File: src/sv/tpc_pkg.sv
// Shared types and constants for the thresholded Pearson correlation block.
// No dependencies; imported by tpc_dp, tpc_ctrl, the top level and the testbench.
package tpc_pkg;

	localparam int MAX_PAIRS_DEF = 8192;
	localparam int KEPT_W = 14;
	localparam int CORR_W = 16;
	localparam int Q_W = 15;
	localparam logic signed [7:0] THRESH_RST = 8'sd20;
	localparam logic [Q_W-1:0] Q_SCALE = 15'd32767;
	// 4 * 32767^2, scale applied to C^2 for the root search
	localparam logic [31:0] RHS_K = 32'd4294705156;

	// datapath multiply steps
	typedef enum logic [3:0] {
		OP_A    = 4'd0,
		OP_NSYY = 4'd1,
		OP_SYSY = 4'd2,
		OP_NSXY = 4'd3,
		OP_SXSY = 4'd4,
		OP_AB   = 4'd5,
		OP_CC   = 4'd6,
		OP_RHS  = 4'd7,
		OP_ODD  = 4'd8,
		OP_TEST = 4'd9
	} op_t;

	typedef struct packed {
		logic start;
		op_t  op;
		logic emit;
	} dp_cmd_t;

	typedef struct packed {
		logic mul_done;
		logic degen;
		logic search_done;
		logic out_free;
	} dp_stat_t;

endpackage

File: src/sv/tpc_if.sv
// Valid/ready channel interfaces for input pairs and result words.
// Depends on nothing.
interface tpc_in_if;
	logic              valid;
	logic              ready;
	logic              access_flag;
	logic signed [7:0] sample;
	logic              last;
	modport source(output valid, access_flag, sample, last, input ready);
	modport sink(input valid, access_flag, sample, last, output ready);
endinterface

interface tpc_out_if;
	logic               valid;
	logic               ready;
	logic signed [15:0] correlation;
	logic [13:0]        kept_count;
	logic               degenerate;
	logic               overflowed;
	modport source(output valid, correlation, kept_count, degenerate, overflowed, input ready);
	modport sink(input valid, correlation, kept_count, degenerate, overflowed, output ready);
endinterface

File: src/sv/tpc_mul.sv
// Shift-add serial multiplier, one multiplier bit per cycle, early exit.
// Depends on nothing.
module tpc_mul #(
	parameter int XW = 8,
	parameter int YW = 8
) (
	input  logic          clk,
	input  logic          arst_n,
	input  logic          start,
	input  logic [XW-1:0] x,
	input  logic [YW-1:0] y,
	output logic          done,
	output logic [XW-1:0] prod
);
	logic          busy_q;
	logic [XW-1:0] x_q;
	logic [YW-1:0] y_q;
	logic [XW-1:0] acc_q;

	assign done = busy_q && (y_q == '0);
	assign prod = acc_q;

	// busy flag
	always_ff @(posedge clk or negedge arst_n) begin
		if (!arst_n) begin
			busy_q <= 1'b0;
		end else if (start) begin
			busy_q <= 1'b1;
		end else if (done) begin
			busy_q <= 1'b0;
		end
	end

	// partial product accumulation
	always_ff @(posedge clk) begin
		if (start) begin
			x_q   <= x;
			y_q   <= y;
			acc_q <= '0;
		end else if (busy_q && y_q != '0) begin
			if (y_q[0]) begin
				acc_q <= acc_q + x_q;
			end
			x_q <= x_q << 1;
			y_q <= y_q >> 1;
		end
	end
endmodule

File: src/sv/tpc_dp.sv
// Datapath: threshold register, set accumulators, shared multiplier, root
// search registers and the output word register. Uses tpc_pkg and tpc_mul.
module tpc_dp import tpc_pkg::*; #(
	parameter int MAX_PAIRS = MAX_PAIRS_DEF
) (
	input  logic                     clk,
	input  logic                     arst_n,
	input  logic                     wr_en,
	input  logic [7:0]               wr_data,
	input  logic                     acc_en,
	input  logic                     access_flag,
	input  logic signed [7:0]        sample,
	input  dp_cmd_t                  cmd,
	output dp_stat_t                 stat,
	input  logic                     out_ready,
	output logic                     out_valid,
	output logic signed [CORR_W-1:0] correlation,
	output logic [KEPT_W-1:0]        kept_count,
	output logic                     degenerate,
	output logic                     overflowed
);
	localparam int CW  = $clog2(MAX_PAIRS + 1);
	localparam int AW  = 2 * CW;
	localparam int BW  = 2 * CW + 14;
	localparam int CSW = 2 * CW + 9;
	localparam int MW  = 4 * CW + 48;
	localparam int YW  = (2 * CW + 8 > 32) ? 2 * CW + 8 : 32;

	// config and accumulators
	logic signed [7:0]     thr_q;
	logic [CW-1:0]         arr_q, n_q, sx_q;
	logic signed [CW+7:0]  sy_q, sxy_q;
	logic [CW+13:0]        syy_q;
	logic                  ovf_q;
	// final computation
	logic [AW-1:0]         a_q;
	logic [BW-1:0]         b_q;
	logic signed [CSW-1:0] c_q;
	logic [MW-1:0]         ab_q, rhs_q;
	logic [31:0]           tmp_q;
	logic [Q_W-1:0]        lo_q, hi_q;
	// output word
	logic                  ov_q, deg_q, ovfo_q;
	logic signed [CORR_W-1:0] corr_q;
	logic [KEPT_W-1:0]     kept_q;

	logic signed [15:0]    sq;
	logic                  keep;
	logic [CW+7:0]         sy_mag, sxy_mag;
	logic [CSW-1:0]        c_mag;
	logic [Q_W:0]          mid, odd;
	logic [MW-1:0]         mx, mul_p;
	logic [YW-1:0]         my;
	logic                  mul_done;
	logic signed [CSW-1:0] p_c;
	logic                  degen;

	assign sq      = sample * sample;
	assign keep    = sample >= thr_q;
	assign sy_mag  = sy_q[CW+7] ? (CW+8)'(-sy_q) : (CW+8)'(sy_q);
	assign sxy_mag = sxy_q[CW+7] ? (CW+8)'(-sxy_q) : (CW+8)'(sxy_q);
	assign c_mag   = c_q[CSW-1] ? CSW'(-c_q) : CSW'(c_q);
	assign mid     = ({1'b0, lo_q} + {1'b0, hi_q} + 16'd1) >> 1;
	assign odd     = {mid[Q_W-1:0], 1'b0} - 16'd1;
	assign p_c     = $signed(mul_p[CSW-1:0]);
	assign degen   = (a_q == '0) || (b_q == '0);

	assign stat.mul_done    = mul_done;
	assign stat.degen       = degen;
	assign stat.search_done = lo_q >= hi_q;
	assign stat.out_free    = !ov_q || out_ready;

	// threshold register
	always_ff @(posedge clk or negedge arst_n) begin
		if (!arst_n) begin
			thr_q <= THRESH_RST;
		end else if (wr_en) begin
			thr_q <= wr_data;
		end
	end

	// per-set accumulators, cleared once the result is handed off
	always_ff @(posedge clk or negedge arst_n) begin
		if (!arst_n) begin
			arr_q <= '0; n_q <= '0; sx_q <= '0; sy_q <= '0;
			syy_q <= '0; sxy_q <= '0; ovf_q <= 1'b0;
		end else if (cmd.emit) begin
			arr_q <= '0; n_q <= '0; sx_q <= '0; sy_q <= '0;
			syy_q <= '0; sxy_q <= '0; ovf_q <= 1'b0;
		end else if (acc_en) begin
			if (arr_q >= CW'(MAX_PAIRS)) begin
				ovf_q <= 1'b1;
			end else begin
				arr_q <= arr_q + 1'b1;
				if (keep) begin
					n_q   <= n_q + 1'b1;
					sx_q  <= sx_q + CW'(access_flag);
					sy_q  <= sy_q + (CW+8)'(sample);
					syy_q <= syy_q + (CW+14)'(unsigned'(sq));
					if (access_flag) begin
						sxy_q <= sxy_q + (CW+8)'(sample);
					end
				end
			end
		end
	end

	// operand select for the shared multiplier
	always_comb begin
		mx = '0;
		my = '0;
		case (cmd.op)
			OP_A: begin
				mx = MW'(sx_q);
				my = YW'(n_q - sx_q);
			end
			OP_NSYY: begin
				mx = MW'(syy_q);
				my = YW'(n_q);
			end
			OP_SYSY: begin
				mx = MW'(sy_mag);
				my = YW'(sy_mag);
			end
			OP_NSXY: begin
				mx = MW'(sxy_mag);
				my = YW'(n_q);
			end
			OP_SXSY: begin
				mx = MW'(sy_mag);
				my = YW'(sx_q);
			end
			OP_AB: begin
				mx = MW'(b_q);
				my = YW'(a_q);
			end
			OP_CC: begin
				mx = MW'(c_mag);
				my = YW'(c_mag);
			end
			OP_RHS: begin
				mx = rhs_q;
				my = YW'(RHS_K);
			end
			OP_ODD: begin
				mx = MW'(odd);
				my = YW'(odd);
			end
			OP_TEST: begin
				mx = ab_q;
				my = YW'(tmp_q);
			end
			default: begin
				mx = '0;
				my = '0;
			end
		endcase
	end

	tpc_mul #(.XW(MW), .YW(YW)) u_mul (
		.clk   (clk),
		.arst_n(arst_n),
		.start (cmd.start),
		.x     (mx),
		.y     (my),
		.done  (mul_done),
		.prod  (mul_p)
	);

	// product write-back and bisection on the rounded root
	always_ff @(posedge clk) begin
		if (cmd.start && cmd.op == OP_A) begin
			lo_q <= '0;
			hi_q <= Q_SCALE;
		end
		if (mul_done) begin
			case (cmd.op)
				OP_A:    a_q   <= mul_p[AW-1:0];
				OP_NSYY: b_q   <= mul_p[BW-1:0];
				OP_SYSY: b_q   <= b_q - mul_p[BW-1:0];
				OP_NSXY: c_q   <= sxy_q[CW+7] ? -p_c : p_c;
				OP_SXSY: c_q   <= sy_q[CW+7] ? c_q + p_c : c_q - p_c;
				OP_AB:   ab_q  <= mul_p;
				OP_CC:   rhs_q <= mul_p;
				OP_RHS:  rhs_q <= mul_p;
				OP_ODD:  tmp_q <= mul_p[31:0];
				OP_TEST: begin
					if (mul_p <= rhs_q) begin
						lo_q <= mid[Q_W-1:0];
					end else begin
						hi_q <= mid[Q_W-1:0] - 1'b1;
					end
				end
				default: ;
			endcase
		end
	end

	// output word register
	always_ff @(posedge clk or negedge arst_n) begin
		if (!arst_n) begin
			ov_q <= 1'b0;
		end else if (cmd.emit) begin
			ov_q <= 1'b1;
		end else if (out_ready) begin
			ov_q <= 1'b0;
		end
	end

	always_ff @(posedge clk) begin
		if (cmd.emit) begin
			if (degen) begin
				corr_q <= '0;
			end else if (c_q[CSW-1]) begin
				corr_q <= CORR_W'(17'd0 - {2'b00, lo_q});
			end else begin
				corr_q <= CORR_W'(lo_q);
			end
			kept_q <= KEPT_W'(n_q);
			deg_q  <= degen;
			ovfo_q <= ovf_q;
		end
	end

	assign out_valid   = ov_q;
	assign correlation = corr_q;
	assign kept_count  = kept_q;
	assign degenerate  = deg_q;
	assign overflowed  = ovfo_q;
endmodule

File: src/sv/tpc_ctrl.sv
// Controller: sequences the multiply steps and the bisection after the last
// word of a set, then hands the result to the output register. Uses tpc_pkg.
module tpc_ctrl import tpc_pkg::*; (
	input  logic     clk,
	input  logic     arst_n,
	input  logic     in_valid,
	input  logic     in_last,
	output logic     in_ready,
	output dp_cmd_t  cmd,
	input  dp_stat_t stat
);
	typedef enum logic [4:0] {
		S_IDLE  = 5'b00001,
		S_ISSUE = 5'b00010,
		S_WAIT  = 5'b00100,
		S_SRCH  = 5'b01000,
		S_OUT   = 5'b10000
	} state_t;

	state_t state_q, state_d;
	op_t    op_q, op_d;

	assign in_ready  = state_q == S_IDLE;
	assign cmd.start = state_q == S_ISSUE;
	assign cmd.op    = op_q;
	assign cmd.emit  = (state_q == S_OUT) && stat.out_free;

	// next state and step
	always_comb begin
		state_d = state_q;
		op_d    = op_q;
		case (state_q)
			S_IDLE: begin
				if (in_valid && in_last) begin
					op_d    = OP_A;
					state_d = S_ISSUE;
				end
			end
			S_ISSUE: state_d = S_WAIT;
			S_WAIT: begin
				if (stat.mul_done) begin
					state_d = S_ISSUE;
					case (op_q)
						OP_A:    op_d = OP_NSYY;
						OP_NSYY: op_d = OP_SYSY;
						OP_SYSY: op_d = OP_NSXY;
						OP_NSXY: op_d = OP_SXSY;
						OP_SXSY: begin
							// B is final once SYSY is written back
							if (stat.degen) begin
								state_d = S_OUT;
							end else begin
								op_d = OP_AB;
							end
						end
						OP_AB:   op_d = OP_CC;
						OP_CC:   op_d = OP_RHS;
						OP_RHS:  state_d = S_SRCH;
						OP_ODD:  op_d = OP_TEST;
						OP_TEST: state_d = S_SRCH;
						default: state_d = S_IDLE;
					endcase
				end
			end
			S_SRCH: begin
				if (stat.search_done) begin
					state_d = S_OUT;
				end else begin
					op_d    = OP_ODD;
					state_d = S_ISSUE;
				end
			end
			S_OUT: begin
				if (stat.out_free) begin
					state_d = S_IDLE;
				end
			end
			default: state_d = S_IDLE;
		endcase
	end

	always_ff @(posedge clk or negedge arst_n) begin
		if (!arst_n) begin
			state_q <= S_IDLE;
			op_q    <= OP_A;
		end else begin
			state_q <= state_d;
			op_q    <= op_d;
		end
	end
endmodule

File: src/sv/thresholded_pearson_correlation.sv
// Top level: thresholded Pearson correlation over flag/sample pairs.
// Uses tpc_pkg, tpc_if, tpc_ctrl and tpc_dp.
//
//  port     | dir | kind        | word
//  ---------+-----+-------------+-------------------------------------------
//  samples  | in  | valid/ready | access_flag, sample, last
//  results  | out | valid/ready | correlation, kept_count, degenerate, overflowed
//  wr_en    | in  | write       | wr_data = sample_threshold
//
// A word without last is accumulated when taken; words stream back to back.
// A word with last starts the final pass: eight serial multiplies, each running
// until its second operand has shifted to zero, then fifteen bisection rounds
// of two multiplies; a zero variance ends the pass before the AB multiply.
// samples.ready is low during the pass and while its result waits for the
// output register to empty. Reset is asynchronous and clears the accumulators
// and the threshold to 20.
module thresholded_pearson_correlation import tpc_pkg::*; #(
	parameter int MAX_PAIRS = MAX_PAIRS_DEF
) (
	input  logic       clk,
	input  logic       arst_n,
	input  logic       wr_en,
	input  logic [7:0] wr_data,
	tpc_in_if.sink     samples,
	tpc_out_if.source  results
);
	dp_cmd_t  cmd;
	dp_stat_t stat;
	logic     acc_en;

	assign acc_en = samples.valid && samples.ready;

	tpc_ctrl u_ctrl (
		.clk     (clk),
		.arst_n  (arst_n),
		.in_valid(samples.valid),
		.in_last (samples.last),
		.in_ready(samples.ready),
		.cmd     (cmd),
		.stat    (stat)
	);

	tpc_dp #(.MAX_PAIRS(MAX_PAIRS)) u_dp (
		.clk        (clk),
		.arst_n     (arst_n),
		.wr_en      (wr_en),
		.wr_data    (wr_data),
		.acc_en     (acc_en),
		.access_flag(samples.access_flag),
		.sample     (samples.sample),
		.cmd        (cmd),
		.stat       (stat),
		.out_ready  (results.ready),
		.out_valid  (results.valid),
		.correlation(results.correlation),
		.kept_count (results.kept_count),
		.degenerate (results.degenerate),
		.overflowed (results.overflowed)
	);
endmodule

File: src/flat_wrapper.sv
// flat-port wrapper written by rule: the top's interface ports become plain ports
module thresholded_pearson_correlation_flat import tpc_pkg::*;
#(
	parameter int MAX_PAIRS = MAX_PAIRS_DEF
)
  (clk, arst_n, wr_en, wr_data, samples_valid, samples_access_flag, samples_sample, samples_last, samples_ready, results_valid, results_correlation, results_kept_count, results_degenerate, results_overflowed, results_ready);
  tpc_in_if samples_i ();
  tpc_out_if results_i ();
  input  logic clk;
  input  logic arst_n;
  input  logic wr_en;
  input  logic [7:0] wr_data;
  input wire logic [$bits(samples_i.valid)-1:0] samples_valid;
  input wire logic [$bits(samples_i.access_flag)-1:0] samples_access_flag;
  input wire logic [$bits(samples_i.sample)-1:0] samples_sample;
  input wire logic [$bits(samples_i.last)-1:0] samples_last;
  output wire logic [$bits(samples_i.ready)-1:0] samples_ready;
  output wire logic [$bits(results_i.valid)-1:0] results_valid;
  output wire logic [$bits(results_i.correlation)-1:0] results_correlation;
  output wire logic [$bits(results_i.kept_count)-1:0] results_kept_count;
  output wire logic [$bits(results_i.degenerate)-1:0] results_degenerate;
  output wire logic [$bits(results_i.overflowed)-1:0] results_overflowed;
  input wire logic [$bits(results_i.ready)-1:0] results_ready;
  assign samples_i.valid = samples_valid;
  assign samples_i.access_flag = samples_access_flag;
  assign samples_i.sample = samples_sample;
  assign samples_i.last = samples_last;
  assign samples_ready = samples_i.ready;
  assign results_valid = results_i.valid;
  assign results_correlation = results_i.correlation;
  assign results_kept_count = results_i.kept_count;
  assign results_degenerate = results_i.degenerate;
  assign results_overflowed = results_i.overflowed;
  assign results_i.ready = results_ready;
  thresholded_pearson_correlation #(.MAX_PAIRS(MAX_PAIRS)) u_core (.clk(clk), .arst_n(arst_n), .wr_en(wr_en), .wr_data(wr_data), .samples(samples_i), .results(results_i));
endmodule
File: config.mk
export PLATFORM = sky130hd
export DESIGN_NAME = thresholded_pearson_correlation_flat
export DESIGN_NICKNAME = d
export VERILOG_FILES = /design/src/sv/tpc_pkg.sv /design/src/sv/tpc_if.sv /design/src/sv/tpc_mul.sv /design/src/sv/tpc_dp.sv /design/src/sv/tpc_ctrl.sv /design/src/sv/thresholded_pearson_correlation.sv /design/src/flat_wrapper.sv
export SDC_FILE = /design/constraint.sdc
export NUM_CORES = 2
export LEC_CHECK = 0
export BUFFER_PORTS_ARGS = -buffer_cell sky130_fd_sc_hd__buf_2
export CORE_MARGIN = 5
export CORE_UTILIZATION = 65
export DETAILED_ROUTE_END_ITERATION = 8
export PLACE_DENSITY = 0.82
export SYNTH_ARGS = -nofsm -noshare
export SYNTH_HDL_FRONTEND = slang
export SYNTH_SLANG_ARGS = --single-unit
File: constraint.sdc
create_clock -name clk -period 11.9 [get_ports clk]
set_input_delay 0 -clock clk [delete_from_list [all_inputs] [get_ports clk]]
set_output_delay 0 -clock clk [all_outputs]
set_load 0.02 [all_outputs]
Word-level counts from Yosys, hierarchy flattened

Index checks and enable logic that the tools add are counted.

Bits in writable memories: 0
Memories kept: 0
Bits in latches: 0
Register bits after elaboration: 787
Logic and storage cells: 184
ROM bits: 0

$add $sub $neg: 20
Magnitude comparators: 4
$mul: 1
Bitwise gates (word level): 1
Reduce and logical (&&, ||, !) cells: 43
Divide/modulo/power cells: 0
Equal/unequal tests: 21
Multiplexer cells: 66
Shifts and indexed selects: 0

Operators by type and width:

| cell                                           | number |
|---|---|
| case mux 104 bit (9 select lines)              | 1 |
| case mux 36 bit (9 select lines)               | 1 |
| two-way mux 22 bit                             | 11 |
| two-way mux 104 bit                            | 2 |
| two-way mux 14 bit                             | 11 |
| two-way mux 15 bit                             | 9 |
| two-way mux 28 bit                             | 4 |
| two-way mux 37 bit                             | 3 |
| adder 104 bit                                  | 1 |
| less-or-equal comparator 104 bit               | 1 |
| case mux 42 bit (2 select lines)               | 1 |
| negator 37 bit                                 | 2 |
| case mux 37 bit (2 select lines)               | 1 |
| two-way mux 36 bit                             | 2 |
| adder 22 x 8 -> 22 bit                         | 2 |
| negator 22 bit                                 | 2 |
| zero test 42 bit                               | 1 |
| subtractor 42 bit                              | 1 |
| adder 37 bit                                   | 1 |
| subtractor 37 bit                              | 1 |
| zero test 36 bit                               | 1 |
| nonzero test 36 bit                            | 1 |
| case mux 4 bit (8 select lines)                | 1 |
| adder 14 x 1 -> 14 bit (second input constant) | 2 |
| 45 further kinds                               | 93 |

Depth between registers and ports, before layout

Depth in word-level cells: 6
Gate-level depth with buffers: 29
Gate-level depth less buffers: 29

Modules after synthesis

From an unflattened synthesis, not the netlist that was laid out.

Cells, all modules: 5875
Area, all modules: 54918.9 µm²

Modules (own cells, without submodules):

| module                          | seq. area each (µm²) | instances | area an instance (µm²) | cells each |
|---|---|---|---|---|
| tpc_dp                          | 15087.0              | 1         | 37828.8                | 3984 |
| tpc_mul                         | 6311.1               | 1         | 16402.0                | 1815 |
| tpc_ctrl                        | 226.5                | 1         | 681.9                  | 75 |
| thresholded_pearson_correlation | 0.0                  | 1         | 6.3                    | 1 |

Worst setup path after synthesis

OpenSTA, ideal clock, no wires.

Path kind: reg2reg
Start point: reg u_core.u_dp.u_mul.y_q[33]
End point: reg u_core.u_dp.ab_q[0], enable pin
Buffers on the path: 0
Required time: 11.206 ns
Cell stages (with the launch flop): 6
Arrival: 8.220 ns
Slack: 2.986 ns
Setup time: 0.694 ns
Cell sequence: edfxtp_1 nor4_1 nand4_1 nor3_1 nand2_1 nor3_1

Longest elaborated chain between the ends: 3

RTL lines:

| what                          | RTL line      | RTL |
|---|---|---|
| from (decl)                   | tpc_mul.sv:17 | `logic [YW-1:0] y_q;` |
| from (signal assigned)        | tpc_mul.sv:38 | `y_q <= y;` |
| from (signal assigned)        | tpc_mul.sv:45 | `y_q <= y_q >> 1;` |
| zero test 36 bit              | tpc_mul.sv:20 | `assign done = busy_q && (y_q == '0);` |
| logical AND 1 bit             | tpc_mul.sv:20 |  |
| AND reduction 2 bit (no line) | --            |  |
| to (signal assigned)          | tpc_dp.sv:183 | `OP_AB: ab_q <= mul_p;` |
| to (decl)                     | tpc_dp.sv:39  | `logic [MW-1:0] ab_q, rhs_q;` |

Every way passes these cells.
A chain may end at the register's enable or synchronous reset.

Worst setup path after layout

Start point: reg u_core.u_dp.u_mul.acc_q[1] (netlist: u_core.u_dp.u_mul.prod[1])
End point: reg u_core.u_dp.c_q[36] (data pin)

Longest elaborated chain between the ends: 3
Elaborated cells between the ends (all ways): 6
Classes of those cells: 3 x add/sub; 3 x mux

RTL lines:

| what                                            | RTL line                     | RTL |
|---|---|---|
| from (decl)                                     | tpc_mul.sv:18                | `logic [XW-1:0] acc_q;` |
| from (signal assigned)                          | tpc_mul.sv:42                | `acc_q <= acc_q + x_q;` |
| subtractor 37 bit, or another cell as far along | tpc_dp.sv:182                | `OP_SXSY: c_q <= sy_q[CW+7] ? c_q + p_c : c_q - p_c;` |
| two-way mux 37 bit (on tied branches)           | tpc_dp.sv:182, tpc_dp.sv:181 |  |
| case mux 37 bit (2 select lines) (*)            | tpc_dp.sv:177                | `case (cmd.op)` |
| to (signal assigned)                            | tpc_dp.sv:181                | `OP_NSXY: c_q <= sxy_q[CW+7] ? -p_c : p_c;` |
| to (signal assigned)                            | tpc_dp.sv:182                |  |
| to (decl)                                       | tpc_dp.sv:38                 | `logic signed [CSW-1:0] c_q;` |

Every way passes the cells marked *; elsewhere a longest branch is shown, timed or not.

==> results.py <==
metrics = {
    "detailed_routing": {
        "drc": 16,
        "via_per_inst": 6.64,
        "detail-route-antenna-nets": 0,
        "drtIter0Drc": 6099,
        "wl_um": 157000,
        "drt_pre_antenna_iters": 9,
        "vias": 46013,
        "routedWlPerCell_um": 22.6,
    },
    "sta": {
        "fin_crit_sh_pct": 51.2,
        "final-setup-viol-count": 0,
        "hold_viol_final": 0,
        "min_period_ns": 6.09,
        "fmax_ghz": 0.164,
        "rsz0062_at_grt": "false",
        "drv_slew": 0,
        "fin_skew_ns": 0.0313,
        "setup_tns_ns": 0,
        "holdWs_ns": 0.0643,
        "worstMarginPinSlew_ns": 1.47,
        "slew_headroom_pct": 1.66,
    },
    "synthesis": {
        "ys_seq_elements": 787,
        "synth_edf_count": 519,
        "async_flop_share_pct": 17.0,
        "synthMuxAreaShare_pct": 1.14,
        "synth_area_per_cell_um2": 9.22,
        "synth_compound_area_share_pct": 19.0,
        "synthXorXnorAreaFrac_pct": 7.16,
        "synthCells": 5799,
        "netlist_area_mm2": 0.0535,
        "synth_top_family_by_area": "compound AO/OA/AOI/OAI gates",
        "synth.most_common_cell": "nand2_1",
        "yosysTopAreaCell": "edfxtp_1",
        "synth_common_cells": "nand2_1 (680), edfxtp_1 (519), nor2_1 (500)",
        "synth_flop_cell": "edfxtp_1",
        "syn-num-nets": 6306,
        "synthSimpleGateAreaFrac_pct": 15.9,
        "yosys_warnings": 0,
        "synth_fa_ha_area_share_pct": 12.0,
        "yosys-top-cells-area": "edfxtp_1 (29%), ha_1 (10%), dfrtp_1 (6.1%)",
        "yosysTopAreaCellShare_pct": 29.1,
        "ys_types": 91,
        "seq_area_frac_synth_pct": 40.4,
    },
    "floorplanning": {
        "ioPinCount": 57,
        "die_y_um": 297,
        "die_area_mm2": 0.0881,
        "num_rows": 105,
        "core_area_mm2": 0.0818,
        "initial_core_util_pct": 65.4,
        "die-width_um": 297,
    },
    "clock_network": {
        "cts_tree": "built",
        "post_cts_buffers": 0,
        "numCtsBuffers": 88,
        "htreeDepth": 3,
        "path_clk_slew_ns": 0.06,
        "cts-root-buf": "clkbuf_16",
        "worst_skew_pair.late_latency_ns": 0.65,
        "numClockSinks": 787,
        "cts_max_path_buffers": 3,
    },
    "grt": {
        "top_usage_layer": "met2",
        "grtUsageMet2_pct": 54.5,
        "grt_pass1_wl_um": 246000,
        "track_usage_pct": 34.3,
        "first_global_vias": 44190,
        "met3_usage_pct": 7.43,
        "grtUsageMet1_pct": 46.0,
        "grt_max_degree": 150,
        "antenna_found_initial": 4,
        "grt_overflow_total": 0,
    },
    "power": {
        "power_density_mw_per_mm2": 293,
        "leakage_nw": 24.7,
        "peakVddDrop_mv": 0.271,
    },
    "worst_setup_path": {
        "worstPathMaxFanout": 13,
        "crit_required_ns": 12.27,
        "critPathKind": "reg2reg",
        "r2r-start": "u_core.u_dp.u_mul.prod[1]",
        "crit_start": "u_core.u_dp.u_mul.prod[1]",
        "end_kind": "register",
        "start_kind": "register",
        "worst_ep_arrival_time_ns": 6.46,
    },
    "run_status": {
        "status": "finished with violations",
        "violations": "DRC",
    },
    "layout": {
        "fillers": 6057,
        "drive_gt1_share_pct": 5.74,
        "area_delta_synth_final_pct": 8.66,
        "final_nets": 6286,
    },
    "place": {
        "routabilityCongestion": 1.01,
        "numPortBuffers": 56,
        "hpwl_um": 111000,
    },
    "worst_hold_path": {
        "hold_start": "samples_sample[3]",
        "hold_path_class": "in2reg",
    },
    "job": {
        "drv_cap": 0,
    },
}
through the flow:
| stage | power, mW | instances | area (um^2) | setup slack [ns] | utilization (%) |
|---|---|---|---|---|---|
| 2_1_floorplan | 11.4 | 5799 | 53500 | 2.99 | - |
| 3_3_place_gp | 13.5 | 6726 | 54700 | 5.59 | 66.8 |
| 3_5_place_dp | 13.8 | 6726 | 54700 | 5.42 | 66.8 |
| 4_1_cts | 16.8 | 6923 | 58100 | 5.86 | 71.0 |
| 5_1_grt | 18.2 | 6923 | 58100 | 5.29 | 71.0 |
| 6_report | 17.0 | 6925 | 58100 | 5.81 | 71.0 |
layout by cell type, fill, tap and decap left out, types with 18 or more instances in the layout:
cell type / count
nor2b_1: 60
and3_1: 36
a22oi_1: 57
a21o_1: 192
dlygate4sd3_1: 33
dfrtp_1: 129
nand4_1: 88
buf_4: 55
a221oi_1: 83
clkbuf_16: 94
inv_1: 362
and2_1: 22
fa_1: 51
buf_2: 55
nor2_1: 493
a31oi_1: 51
ha_1: 433
xor2_1: 166
o21bai_1: 56
o211ai_1: 22
a21oi_1: 456
a211oi_1: 32
nor4_1: 62
o21a_1: 26
nand3_1: 105
o31ai_1: 47
nand2b_1: 68
o221ai_1: 19
o21ai_0: 325
or3_1: 42
o22ai_1: 20
mux2i_1: 51
dfxtp_1: 134
or2_2: 18
edfxtp_1: 519
a222oi_1: 23
xnor2_1: 271
nand2_1: 676
nor3_1: 97
routing by layer:
metal	part of all wire [%]	vias to the layer above
li1	-	21003
met3	11	556
met1	39	21877
met4	5.2	2
met2	45	2575
met5	0.011	-
path summary, 6_finish.rpt:
kind / endpoint / cells after the start / slack [ns]
worst min register to register: u_core.u_dp.lo_q[0] / 2 / 0.49
max in group asynchronous: u_core.u_dp.thr_q[6] / 4 / 10.04
worst max register to register: u_core.u_dp.c_q[36] / 22 / 5.81
min in group asynchronous: u_core.u_dp.syy_q[5] / 3 / 0.50
worst max-delay path: u_core.u_dp.c_q[36] / 22 / 5.81
worst min-delay path: u_core.u_dp.sxy_q[3] / 5 / 0.06
worst max-delay path, cell delays in order, from the launching register on:
cell and delay (ns):
dfxtp_1 0.47, inv_1 0.23, ha_1 0.32, nand4_1 0.32, or4_1 0.58, or3_1 0.39
or3_1 0.37, nor3_1 0.22, nor2_1 0.08, xnor2_1 0.15, ha_1 0.21, a21o_1 0.17
a21o_1 0.17, a21o_1 0.17, a21o_1 0.17, a21oi_1 0.13, o21ai_0 0.12, a311oi_1 0.27
o21ai_0 0.26, a221oi_1 0.53, nor2b_1 0.09, o41ai_1 0.32, a21oi_1 0.07
registers in the layout (all words and copies together), names as in the netlist, 16 cells and up:
register,flops
u_core.u_dp.syy_q,28
u_core.u_dp.c_q,37
u_core.u_dp.u_mul.y_q,36
u_core.u_dp.a_q,28
u_core.u_dp.u_mul.prod,104
u_core.u_dp.ab_q,104
u_core.u_dp.rhs_q,104
u_core.u_dp.sy_q,22
u_core.u_dp.u_mul.x_q,104
u_core.u_dp.sxy_q,22
u_core.u_dp.correlation,16
u_core.u_dp.b_q,42
u_core.u_dp.tmp_q,32
where the power goes:
group | switching [mW] | internal (mW) | total, mW
registers | 0.846 | 3.78 | 4.62
clock network | 1.17 | 1.76 | 2.92
logic | 5.71 | 3.77 | 9.49
total | 7.72 | 9.30 | 17.0
logic make-up after synthesis:
family / count (synthesis)
compound gates: 1569
xor+xnor: 437
fa+ha+maj: 484
buf+inv: 618
flops: 787
mux: 60
simple gates: 1844
timing repair:
action / in CTS / in global routing
hold endpoints to repair: 89 / 0
hold buffers: 33 / 0
resized for setup: 0 / 0
cell type report:
type	instances	area (um^2)	area share [%]
Inverter	363	1370	2.35
Antenna cell	2	5.00	0.00861
Sequential cell	787	21600	37.2
Multi-Input combinational cell	4394	29600	51.0
Tap cell	1070	1340	2.30
Clock buffer	113	2470	4.26
Clock inverter	51	616	1.06
Timing Repair Buffer	145	1050	1.81
Note: power is estimated with default switching activity, not from simulation.
